**src/hw/rtl/ccp_pkg.sv**
```systemverilog
// Shared types and constants for the three-point circle center pipeline.
package ccp_pkg;

  localparam int NORMAL_W  = 42;
  localparam int CENTER_W  = 32;
  localparam int MUL_CHUNK = 24;
  localparam int MUL_LAT   = 5;
  localparam int QUO_BITS  = 34;

  typedef logic [1:0] status_t;

  localparam status_t ST_OK         = 2'd0;
  localparam status_t ST_COINCIDENT = 2'd1;
  localparam status_t ST_COLLINEAR  = 2'd2;
  localparam status_t ST_SATURATED  = 2'd3;

endpackage

```
**src/hw/rtl/ccp_mul.sv**
```systemverilog
// Pipelined signed multiplier built from chunk partial products.
module ccp_mul
  import ccp_pkg::*;
#(
  parameter int WA = 32,
  parameter int WB = 32
) (
  input  logic                    clk,
  input  logic                    en,
  input  logic signed [WA-1:0]    a,
  input  logic signed [WB-1:0]    b,
  output logic signed [WA+WB-1:0] p
);

  localparam int CW  = MUL_CHUNK;
  localparam int NA  = (WA + CW - 1) / CW;
  localparam int NB  = (WB + CW - 1) / CW;
  localparam int RSW = NB * CW + CW;
  localparam int TW  = (NA + NB) * CW;

  logic [WA-1:0]      ma;
  logic [WB-1:0]      mb;
  logic [NA*CW-1:0]   pa;
  logic [NB*CW-1:0]   pb;
  logic [2*CW-1:0]    pp [NA][NB];
  logic [RSW-1:0]     row_c [NA];
  logic [RSW-1:0]     row [NA];
  logic [TW-1:0]      tot_c;
  logic [TW-1:0]      tot;
  logic [3:0]         sg;

  assign pa = (NA*CW)'(ma);
  assign pb = (NB*CW)'(mb);

  always_comb begin
    for (int i = 0; i < NA; i++) begin
      row_c[i] = '0;
      for (int j = 0; j < NB; j++) begin
        row_c[i] = row_c[i] + (RSW'(pp[i][j]) << (j * CW));
      end
    end
    tot_c = '0;
    for (int i = 0; i < NA; i++) begin
      tot_c = tot_c + (TW'(row[i]) << (i * CW));
    end
  end

  always_ff @(posedge clk) begin
    if (en) begin
      ma <= a[WA-1] ? (~a + 1'b1) : a;
      mb <= b[WB-1] ? (~b + 1'b1) : b;
      sg[0] <= a[WA-1] ^ b[WB-1];
      for (int i = 0; i < NA; i++) begin
        for (int j = 0; j < NB; j++) begin
          pp[i][j] <= pa[i*CW +: CW] * pb[j*CW +: CW];
        end
      end
      row <= row_c;
      tot <= tot_c;
      sg[3:1] <= sg[2:0];
      p <= (WA+WB)'(sg[3] ? (~tot + 1'b1) : tot);
    end
  end

endmodule

```
**config.mk**
```make
export PLATFORM = sky130hd
export DESIGN_NAME = ccp_mul
export DESIGN_NICKNAME = d
export VERILOG_FILES = /design/src/hw/rtl/ccp_pkg.sv /design/src/hw/rtl/ccp_mul.sv
export SDC_FILE = /design/constraint.sdc
export NUM_CORES = 2
export LEC_CHECK = 0
export BUFFER_PORTS_ARGS = -buffer_cell sky130_fd_sc_hd__buf_2
export CORE_MARGIN = 10
export CORE_UTILIZATION = 64
export CTS_CLUSTER_DIAMETER = 120
export DETAILED_ROUTE_END_ITERATION = 7
export GPL_TIMING_DRIVEN = 0
export PLACE_DENSITY = 0.81
export SLEW_MARGIN = 5
export SYNTH_ARGS = -nofsm -noshare
export SYNTH_HDL_FRONTEND = slang
export SYNTH_SLANG_ARGS = --single-unit
```
**constraint.sdc**
```tcl
create_clock -name clk -period 11.4 [get_ports clk]
set_input_delay 2.85 -clock clk [delete_from_list [all_inputs] [get_ports clk]]
set_output_delay 2.85 -clock clk [all_outputs]
set_load 0.02 [all_outputs]
```
; After elaboration in Yosys (flattened, before gate mapping)
; Memories as Yosys holds them, arrays and structs flattened.
; Index checks and enable logic that the tools add are counted.
[word_totals]
wordCells = 29
in_bits = 66
mem_count = 1
output_inout_bits = 64
ram_bits = 160
ff_bits = 300
[op_classes]
n_mul = 4
n_addsub = 6
bitwise_logic = 4
mux = 5
[memory_table]
columns = name, depth, width, rd, rd_clocked_by_memory_dff, wr, line_no
row1 = pp, 2, 80, 2, 0, 2, ccp_mul.sv:25  ; logic [2*CW-1:0] pp [NA][NB];
[ops]
columns = op, n
row1 = adder 32 x 1 -> 32 bit (second input constant), 2
row2 = adder 48 x 64 -> 64 bit, 1
row3 = adder 64 x 1 -> 64 bit (second input constant), 1
row4 = adder 64 bit, 1
row5 = two-way mux 64 bit, 1
row6 = inverter 32 bit, 2
row7 = inverter 64 bit, 1
row8 = two-way mux 31 bit, 2
row9 = multiplier 24 x 24 -> 48 bit, 1
row10 = adder 40 bit, 1
row11 = multiplier 24 x 8 -> 32 bit, 1
row12 = multiplier 8 x 24 -> 32 bit, 1
row13 = multiplier 8 x 8 -> 16 bit, 1
row14 = two-way mux 1 bit, 2
row15 = bitwise XOR 1 bit, 1

; Logic depth before layout (Yosys ltp)
[logic_depth]
ltp_word = 3
ltp_mapped = 27

; Worst setup path before layout
; Ideal clock, no wire load.
[synth_timing]
path_type = reg-to-reg
start = reg mb[3]
end = mem pp[0][78] (netlist name) (data pin)
arrival_time_ns = 6.614
path_slack_ns = 4.529
path_stages_with_launch = 28
n_path_buf = 2
setup_ns = 0.258
path_cell_list = edfxtp_1 > clkbuf_1 > nand2_1 > fa_1 > inv_1 > fa_1 > inv_1 > fa_1 > inv_1 > fa_1 > inv_1 > fa_1 > inv_1 > fa_1 > inv_1 > fa_1 > inv_1 > ha_1 > clkbuf_1 > nand2_1 > o21ai_1 > a31o_2 > a2111oi_0 > a21oi_1 > o31ai_2 > o21ai_1 > a21oi_1 > xnor2_1
[synth_rtl]
columns = item, line_no
row1 = from (decl), ccp_mul.sv:22  ; logic [WB-1:0] mb;
row2 = from (signal assigned), ccp_mul.sv:51  ; mb <= b[WB-1] ? (~b + 1'b1) : b;
row3 = to (decl), ccp_mul.sv:25

==> results.ini <==
[run_status]
status=completed

[placed_design]
place_area_um2=53600
gp_congestion=1.04
hpwl_mm=126
port_buffers=129

[cells_and_area]
finalInstanceArea_um2=55100
utilization=0.688
drive_above_1_share=0.0438
num-fill-cells=6136
multi_input_area_um2=34800
area_growth_pct=6.88
nets=6545
ff_latch_area_um2=12600

[worst_hold_path]
worstHoldEndpoint=row[82]
whs_path_depth=0
worstHoldPathType=register to register
min_from=pp[0][42]

[clock_network]
root_buffer=clkbuf_16
clk_pin_slew_worst_paths_ns=0.06
cts_tree=yes
cts-buffers-inserted=44
clock-sinks=421
cts.repair.resized=0
clock_path_buffers=3
insertion_delay_ns=0.62
cts_setup_buffers=0
cts_htree_levels=2
postCtsHoldBufs=0

[critical_path]
worstPathMaxFanout=10
endpoint_kind=register
reg2reg_depth=24
cp-start-kind=register
worst-setup-path-type=register to register
r2r-start=mb[2]
cp.arrival_ns=9.34
rrSetupSlack_ns=2.41
timing.rr.end=pp[0][75]
critPathRequiredTime_ns=11.75

[logic_synthesis]
ys_types=81
syn_inst=5134
async_reset_ff_frac=0
synth_edf_count=421
ys_seq_area_frac=0.245
ys_seq_elements=421
synth_fp_nets=6367
ys_warn_count=0
synth.area.top_cells=fa_1 (30%), edfxtp_1 (25%), ha_1 (9.3%)
netlist_area_um2=51600
synthTopCellsByCount=inv_1 (881), fa_1 (785), nand2_1 (658)
synth_top_cell_area_share=0.305
yosys.cell_count.top_type=inv_1
yosysTopAreaCell=fa_1
avgSynthCellArea_um2=10.0
ys.flop_type=edfxtp_1

[sta]
finalCriticalPeriod_ns=8.99
slew_violations=0
fin_skew_ns=0.0406
tightest_slew_ns=1.18
max-slew-margin-rel=0.212
clock.fmax_ghz=0.111
setup_viol=0
finalHoldViolations=0
setup-tns-final_ns=0
period_share=0.789
rsz0062_at_grt=no

[drt]
antenna_left=0
drtIter0Drc=3889
post-route-drc-count=0
dr_total_vias=38659
vias_per_cell=6.03
drt_wl_total_mm=155
wl_per_cell_um=24.2
first_pass_iters=8

[grt]
grt_pass1_wl_mm=235
grt_pass1_vias=39512
antenna_found_initial=10
overflow=0
grt_max_degree=128
grt.total_usage=0.335

[floorplanning]
start_util=0.643
io-pin-count=130
row_count=104
die-area_um2=92300
die_y_um=304
design.core.area_um2=80200
die_w_um=304

[job]
drv_cap=0

## stage by stage
| step | setup WS, ns | std cells | hold WS [ns] |
|---|---|---|---|
| 2_1_floorplan | 4.53 | 5134 | 0.400 |
| 3_3_place_gp | 1.59 | 6323 | 0.403 |
| 3_5_place_dp | 2.59 | 6326 | 0.405 |
| 4_1_cts | 2.57 | 6405 | 0.411 |
| 5_1_grt | 2.19 | 6406 | 0.413 |
| 6_report | 2.41 | 6409 | 0.411 |
## worst max path at each step
stage	from	end	slack, ns	depth (start not counted)
floorplan	mb[3]	pp[0][78]	4.53	27
global placement	en	pp[0][53]	1.59	1
detailed placement	mb[3]	pp[0][75]	2.59	25
CTS	mb[3]	pp[0][75]	2.57	25
global route	mb[3]	pp[0][75]	2.19	25
finish	mb[2]	pp[0][75]	2.41	24
## sequential cells by signal, indices dropped and copies added (netlist names)
register / flops
row: 97
mb: 32
p: 64
pp: 128
sg: 4
tot: 64
ma: 32
## cells in the final DEF, fill, tap and decap left out, drive strengths merged, types with 21 or more instances in the layout
| cell type | n |
|---|---|
| nand2 | 658 |
| o31ai | 35 |
| o21bai | 27 |
| buf | 133 |
| o21ai | 121 |
| and2 | 518 |
| nand3 | 50 |
| o21a | 26 |
| fa | 785 |
| nor3 | 30 |
| clkbuf | 276 |
| a21oi | 173 |
| or3 | 25 |
| o41ai | 21 |
| inv | 882 |
| nand2b | 30 |
| nor2 | 113 |
| edfxtp | 421 |
| xor2 | 73 |
| nand4 | 24 |
| xnor2 | 227 |
| a21o | 78 |
| ha | 382 |
## per-layer routing
| metal | up-vias | track usage | share of wire |
|---|---|---|---|
| met1 | 19117 | 0.423 | 0.37 |
| met2 | 2335 | 0.512 | 0.44 |
| met4 | 6 | 0.185 | 0.071 |
| li1 | 16685 | - | - |
| met3 | 516 | 0.103 | 0.12 |
| met5 | - | 0 | 0.00028 |
## cells by family after synthesis
group	synth area share
XOR/XNOR	0.0509
buffers and inverters	0.0806
flip-flops	0.245
adder cells (fa/ha/maj)	0.397
AND/OR/NAND/NOR	0.151
AO/OA/AOI/OAI	0.0753
## worst max-delay path: stages (launching register included)
cell,delay [ns]
edfxtp_1,0.74
clkbuf_1,0.83
and2_1,0.26
fa_1,0.46
fa_1,0.58
inv_1,0.06
fa_1,0.45
fa_1,0.56
inv_1,0.06
fa_1,0.51
fa_1,0.50
inv_1,0.05
fa_1,0.56
inv_1,0.07
ha_1,0.27
clkbuf_1,0.36
nand4_1,0.22
nor3_1,0.37
nand2_1,0.10
a211oi_1,0.53
nor3_1,0.12
a211oi_1,0.39
a22oi_1,0.25
o31ai_1,0.29
xor2_1,0.12
## cell type report
class                      instances  area share
antenna                            4    0.000182
buffer                           226      0.0154
clock buffer                      51      0.0208
clock inverter                    28     0.00595
inverter                         881      0.0600
multi-input combinational       3606       0.631
sequential                       421       0.229
tap                             1060      0.0241
timing repair buffer             132      0.0134
Power is left out: the tool's default activity adds up to more than one toggle a clock period on the data nets, which glitch-free logic cannot reach.
