### config.mk
export PLATFORM = sky130hd
export DESIGN_NAME = ccp_div
export DESIGN_NICKNAME = d
export VERILOG_FILES = /design/src/hw/rtl/ccp_div.sv
export SDC_FILE = /design/constraint.sdc
export NUM_CORES = 2
export LEC_CHECK = 0
export BUFFER_PORTS_ARGS = -buffer_cell sky130_fd_sc_hd__buf_4
export CORE_ASPECT_RATIO = 0.5
export CORE_MARGIN = 2
export CORE_UTILIZATION = 40
export DETAILED_ROUTE_END_ITERATION = 7
export PLACE_DENSITY = 0.61
export SLEW_MARGIN = 0
export SYNTH_ARGS = -nofsm -noshare
export SYNTH_HDL_FRONTEND = slang
export SYNTH_SLANG_ARGS = --single-unit
### constraint.sdc
create_clock -name clk -period 7.4 [get_ports clk]
set_input_delay 1.48 -clock clk [delete_from_list [all_inputs] [get_ports clk]]
set_output_delay 1.48 -clock clk [all_outputs]
set_load 0.05 [all_outputs]
### src/hw/rtl/ccp_div.sv
// Pipelined restoring divider, one quotient bit per stage.
module ccp_div #(
  parameter int MW = 64,
  parameter int DW = 32,
  parameter int QB = 16
) (
  input  logic          clk,
  input  logic          en,
  input  logic [MW-1:0] num,
  input  logic [DW-1:0] den,
  output logic [QB-1:0] quo
);

  localparam int RW = (MW > DW + QB) ? MW : DW + QB;

  logic [RW-1:0] rem [QB];
  logic [DW-1:0] dn  [QB];
  logic [QB-1:0] qq  [QB+1];

  assign rem[0] = RW'(num);
  assign dn[0]  = den;
  assign qq[0]  = '0;
  assign quo    = qq[QB];

  for (genvar k = 0; k < QB; k++) begin : g_stage
    localparam int SH = QB - 1 - k;
    logic [RW-1:0] trial;
    logic          fits;
    assign trial = RW'(dn[k]) << SH;
    assign fits  = rem[k] >= trial;

    always_ff @(posedge clk) begin
      if (en) begin
        qq[k+1] <= fits ? (qq[k] | (QB'(1) << SH)) : qq[k];
      end
    end

    if (k < QB - 1) begin : g_carry
      always_ff @(posedge clk) begin
        if (en) begin
          rem[k+1] <= fits ? (rem[k] - trial) : rem[k];
          dn[k+1]  <= dn[k];
        end
      end
    end
  end

endmodule

; Word level (Yosys, flattened, before mapping)
; Cells that the tools add are included.
[word_totals]
register_bits = 1696
latch_bits = 0
ram_bits = 0
mem_bits_ro = 0
input_bits = 98
memories = 0
[op_classes]
addsub = 15
multipliers = 0
n_div = 0
order_cmp = 16
eq_ne = 0
shifts = 0
n_mux = 16
bitwise_logic = 0
n_reduce_logical = 0
[ops]
columns = operator, count
row1 = two-way mux 64 bit, 15
row2 = greater-or-equal comparator 64 x 32 -> 1 bit, 1
row3 = greater-or-equal comparator 64 x 33 -> 1 bit, 1
row4 = greater-or-equal comparator 64 x 34 -> 1 bit, 1
row5 = greater-or-equal comparator 64 x 35 -> 1 bit, 1
row6 = greater-or-equal comparator 64 x 36 -> 1 bit, 1
row7 = greater-or-equal comparator 64 x 37 -> 1 bit, 1
row8 = greater-or-equal comparator 64 x 38 -> 1 bit, 1
row9 = greater-or-equal comparator 64 x 39 -> 1 bit, 1
row10 = greater-or-equal comparator 64 x 40 -> 1 bit, 1
row11 = greater-or-equal comparator 64 x 41 -> 1 bit, 1
row12 = greater-or-equal comparator 64 x 42 -> 1 bit, 1
row13 = greater-or-equal comparator 64 x 43 -> 1 bit, 1
row14 = greater-or-equal comparator 64 x 44 -> 1 bit, 1
row15 = greater-or-equal comparator 64 x 45 -> 1 bit, 1
row16 = greater-or-equal comparator 64 x 46 -> 1 bit, 1
row17 = greater-or-equal comparator 64 x 47 -> 1 bit, 1
row18 = subtractor 64 x 33 -> 64 bit, 1
row19 = subtractor 64 x 34 -> 64 bit, 1
row20 = subtractor 64 x 35 -> 64 bit, 1
row21 = subtractor 64 x 36 -> 64 bit, 1
row22 = subtractor 64 x 37 -> 64 bit, 1
row23 = subtractor 64 x 38 -> 64 bit, 1
row24 = subtractor 64 x 39 -> 64 bit, 1
row25 = 9 further kinds, 9

; Logic depth before layout (Yosys ltp)
[depth]
word_depth = 2
mapped_depth = 16
mapped_depth_nobuf = 15

; Worst setup path before layout
; No wires, ideal clock.
[synth_timing]
path_kind = input port to flip-flop
startpoint = input port den[6]
endpoint = register rem[927] (netlist bit) (data pin)
setup_ns = 0.254
arrival_time_ns = 4.170
t_required_ns = 7.146
slack_ns = 2.976
stages = 13
cell_sequence = inv_1 ha_1 a211oi_1 o211ai_1 a221oi_1 o221ai_1 o211ai_1 a21oi_1 nor3b_1 clkbuf_1 clkbuf_1 a211oi_1 a21o_1
[synth_via]
elab_chain_cells = 2
word_cells_on_any_way = 3
cone_classes = add/sub: 1 / order compare: 1 / mux: 1
[synth_rtl]
columns = element, line
row1 = from (decl), 10  ; input logic [DW-1:0] den,
row2 = subtractor 64 x 47 -> 64 bit or greater-or-equal comparator 64 x 47 -> 1 bit (tied branches), "41, 30"
row3 = two-way mux 64 bit *, 41  ; rem[k+1] <= fits ? (rem[k] - trial) : rem[k];
row4 = "to (signal, indexed assignment)", 41
row5 = to (decl), 16  ; logic [RW-1:0] rem [QB];
; Every way passes the cells marked *; elsewhere a longest branch is shown, timed or not.
; A chain may end at the register's enable or synchronous reset.

; Worst setup path after layout
[layout_timing]
startpoint = register dn[320] (netlist bit)
endpoint = register rem[622] (netlist bit) (data pin)
[layout_via]
elab_chain_cells = 2
word_cells_on_any_way = 3
cone_classes = add/sub: 1 / order compare: 1 / mux: 1
[layout_rtl]
columns = element, line
row1 = from (decl), 17  ; logic [DW-1:0] dn [QB];
row2 = "from (signal, indexed assignment)", 42  ; dn[k+1] <= dn[k];
row3 = subtractor 64 x 42 -> 64 bit or greater-or-equal comparator 64 x 42 -> 1 bit (tied branches), "41, 30"
row4 = two-way mux 64 bit *, 41
; Marks and branches as above.

==> results.sh <==
export IMPL_num_rows=122
export IMPL_synth_area_per_cell_um2=10.7
export IMPL_syn_to_final_growth_pct=10.1
export IMPL_synth_top_area_share_pct=52.9
export IMPL_stdcell_area_mm2=0.0986
export IMPL_worst_pin_slew_ps=1210
export IMPL_cpPeakStageDelay_ps=910
export IMPL_max_freq_ghz=0.208
export IMPL_wire_per_inst_um=17.2
export IMPL_coreArea_mm2=0.222
export IMPL_slew_headroom_pct=18.4
export IMPL_cp_required_ps=7910
export IMPL_status="finished, final reports clean"
export IMPL_grt_usage_pct=16.9
export IMPL_critPathLaunchType="register"
export IMPL_synth_cell_types=94
export IMPL_synth_area_top_cells="edfxtp_1, ha_1, a21oi_1"
export IMPL_num_vias=60500
export IMPL_switching_share_pct=35.3
export IMPL_total_power_w=0.0353
export IMPL_rsz0062_at_grt="false"
export IMPL_async_flop_share_pct=0
export IMPL_grt_first_pass_wirelength_mm=316
export IMPL_stdcell_count=11500
export IMPL_synth_ff_type="edfxtp_1"
export IMPL_netlist_area_mm2=0.0895
export IMPL_cts_setup_buffers=0
export IMPL_detail_route_iter0_violations=4200
export IMPL_place_gp_congestion=0.878
export IMPL_insertion_delay_ps=810
export IMPL_cp_data_arrival_time_ps=5310
export IMPL_yosys_warnings=0
export IMPL_cp_common_cell="inv_1"
export IMPL_dp_hpwl_mm=150
export IMPL_crit_chain="ha_1 > inv_1 > fa_1 > a211o_1 > a21oi_1 > o211ai_1 > a31oi_1 > o221ai_1 > a211o_2 > inv_1 > nor3_1 > nand3_1 > xnor2_1"
export IMPL_die_width_um=673
export IMPL_cts_sinks=1576
export IMPL_setup_viol=0
export IMPL_max_cap_violations=0
export IMPL_clockBufferDepth=4
export IMPL_drc=0
export IMPL_cp_slowest_cell="a211o_2"
export IMPL_postRouteAntennaNets=0
export IMPL_cts_root_buf="clkbuf_16"
export IMPL_holdBufCountCts=0
export IMPL_synth_edf_count=1576
export IMPL_die_y_um=339
export IMPL_clock_power_share_pct=23.0
export IMPL_p_leak_nw=37.3
export IMPL_cts_tree="built"
export IMPL_multi_input_area_mm2=0.0386
export IMPL_grt_pass1_vias=59100
export IMPL_regArea_mm2=0.0473
export IMPL_grt_ovfl_total=0
export IMPL_placed_area_mm2=0.0935
export IMPL_grt_max_degree=173
export IMPL_path_class="reg2reg"
export IMPL_yosysSeqAreaShare_pct=52.9
export IMPL_start_util_pct=40.4
export IMPL_ioPinCount=114
export IMPL_fin_nets=9015
export IMPL_skew_ps=44.7
export IMPL_synthTopCellsByCount="edfxtp_1, nand2_1, a21oi_1, inv_1, nor2_1"
export IMPL_synth_cells=8344
export IMPL_combPwrFrac_pct=38.1
export IMPL_clk_pin_slew_ps=60
export IMPL_drv_slew=0
export IMPL_seq_power_share_pct=38.9
export IMPL_power_density_mw_per_mm2=357
export IMPL_p_sw_w=0.0125
export IMPL_via_per_inst=5.27
export IMPL_synth_nets=8969
export IMPL_worst_r2r_setup_slack_ps=2600
export IMPL_cts_resized_gates=0
export IMPL_antenna_found_initial=0
export IMPL_setup_slack_ps=2600
export IMPL_yosysMostFrequentCell="edfxtp_1"
export IMPL_ir_worst_vdd_uv=201
export IMPL_first_pass_iters=6
export IMPL_end_kind="register"
export IMPL_worstHoldPathType="reg2reg"
export IMPL_synth_seq_cells=1576
export IMPL_num_antenna_cells=0
export IMPL_layout_drive_gt1_share_pct=6.12
export IMPL_min_period_ps=4800
export IMPL_dp_slack_ps=1860
export IMPL_cts_buffers=164
export IMPL_internal_power_w=0.0228
export IMPL_routed_wl_mm=197
export IMPL_hold_violations=0
export IMPL_fin_crit_sh_pct=64.9
export IMPL_nFillCells=20700
export IMPL_portBuffers=113
export IMPL_cp_max_fo=55
export IMPL_yosysTopAreaCell="edfxtp_1"
export IMPL_htree_levels=4
export IMPL_die_area_mm2=0.228
export IMPL_dp_cells=11200
export IMPL_tns_ps=0
critical path, delay by kind of cell (launching register included):
family                   cells  cell delay (ps)
buffers and inverters        2              720
AO/OA/AOI/OAI                6             2190
flip-flops                   1              400
AND/OR/NAND/NOR              2              580
adder cells (fa/ha/maj)      2              450
XOR/XNOR                     1              180
flip-flops by register name, summed over array words and instances, names as in the netlist:
register / count
qq: 120
rem: 960
quo: 16
dn: 480
power groups by stage:
stage	registers, W	clock network, W	logic (W)
global placement	0.0139	0	0.0132
CTS	0.0137	0.00834	0.0133
detailed placement	0.0139	0	0.0133
global route	0.0139	0.00866	0.0150
floorplan	0.0133	0	0.0104
finish	0.0137	0.00809	0.0134
placed cells by master (no fill, tap or decap), types with 51 or more instances in the layout:
cell type and n:
o21a_1 59, mux2_2 60, nor2b_1 83, nand2b_1 92, nand3_1 143, nand2_1 701, nor2_1 583, clkbuf_16 165
ha_1 512, o21bai_1 76, a21o_1 221, o21ai_0 520, nor4_1 145, xnor2_1 393, a31oi_1 51, xor2_1 374
or3_1 76, nor3_1 192, edfxtp_1 1576, a21oi_1 701, nand4_1 140, buf_4 150, or4_1 56, inv_1 666
stage by stage:
| stage | util, % | hold slack [ps] |
|---|---|---|
| after global placement | 42.2 | 401 |
| after CTS | 44.5 | 413 |
| final | 44.5 | 415 |
| after floorplan | - | 400 |
| after detailed placement | 42.2 | 405 |
| after global routing | 44.5 | 414 |
kinds of logic (layout without fill, tap and decap cells):
kind of cell               after synthesis  after routing  share of synthesized area (%)
xor gates and xnor gates               767            767                           7.50
buffers and inverters                  947           1112                           4.08
and+or+nand+nor                       2458           2458                           13.5
muxes                                   64             64                          0.799
AOI/OAI and AO/OA                     2005           2005                           13.7
DFF                                   1576           1576                           52.9
adders and majority gates              527            527                           7.49
metal layers:
layer	vias up	track usage [%]	wire, µm
met2	1326	27.5	88700
met4	0	6.07	7140
met1	28100	23.3	94100
li1	30700	-	-
met5	-	0	0
met3	382	2.04	7230
path summary, 6_finish.rpt:
path / start / endpoint / cells past startpoint
max: dn[320]$_DFFE_PP_ / rem[622]$_DFFE_PP_ / 13
min: qq[73]$_DFFE_PP_ / qq[57]$_DFFE_PP_ / 0
max reg2reg: dn[320]$_DFFE_PP_ / rem[622]$_DFFE_PP_ / 13
min reg2reg: qq[73]$_DFFE_PP_ / qq[57]$_DFFE_PP_ / 0
final cells by class:
class	instances	area share, %
Timing Repair Buffer	160	1.35
Clock buffer	192	4.29
Multi-Input combinational cell	5821	39.1
Inverter	667	2.54
Tap cell	2976	3.78
Sequential cell	1576	48.0
Clock inverter	93	0.912
No activity file was read; power rests on OpenSTA's default activity.
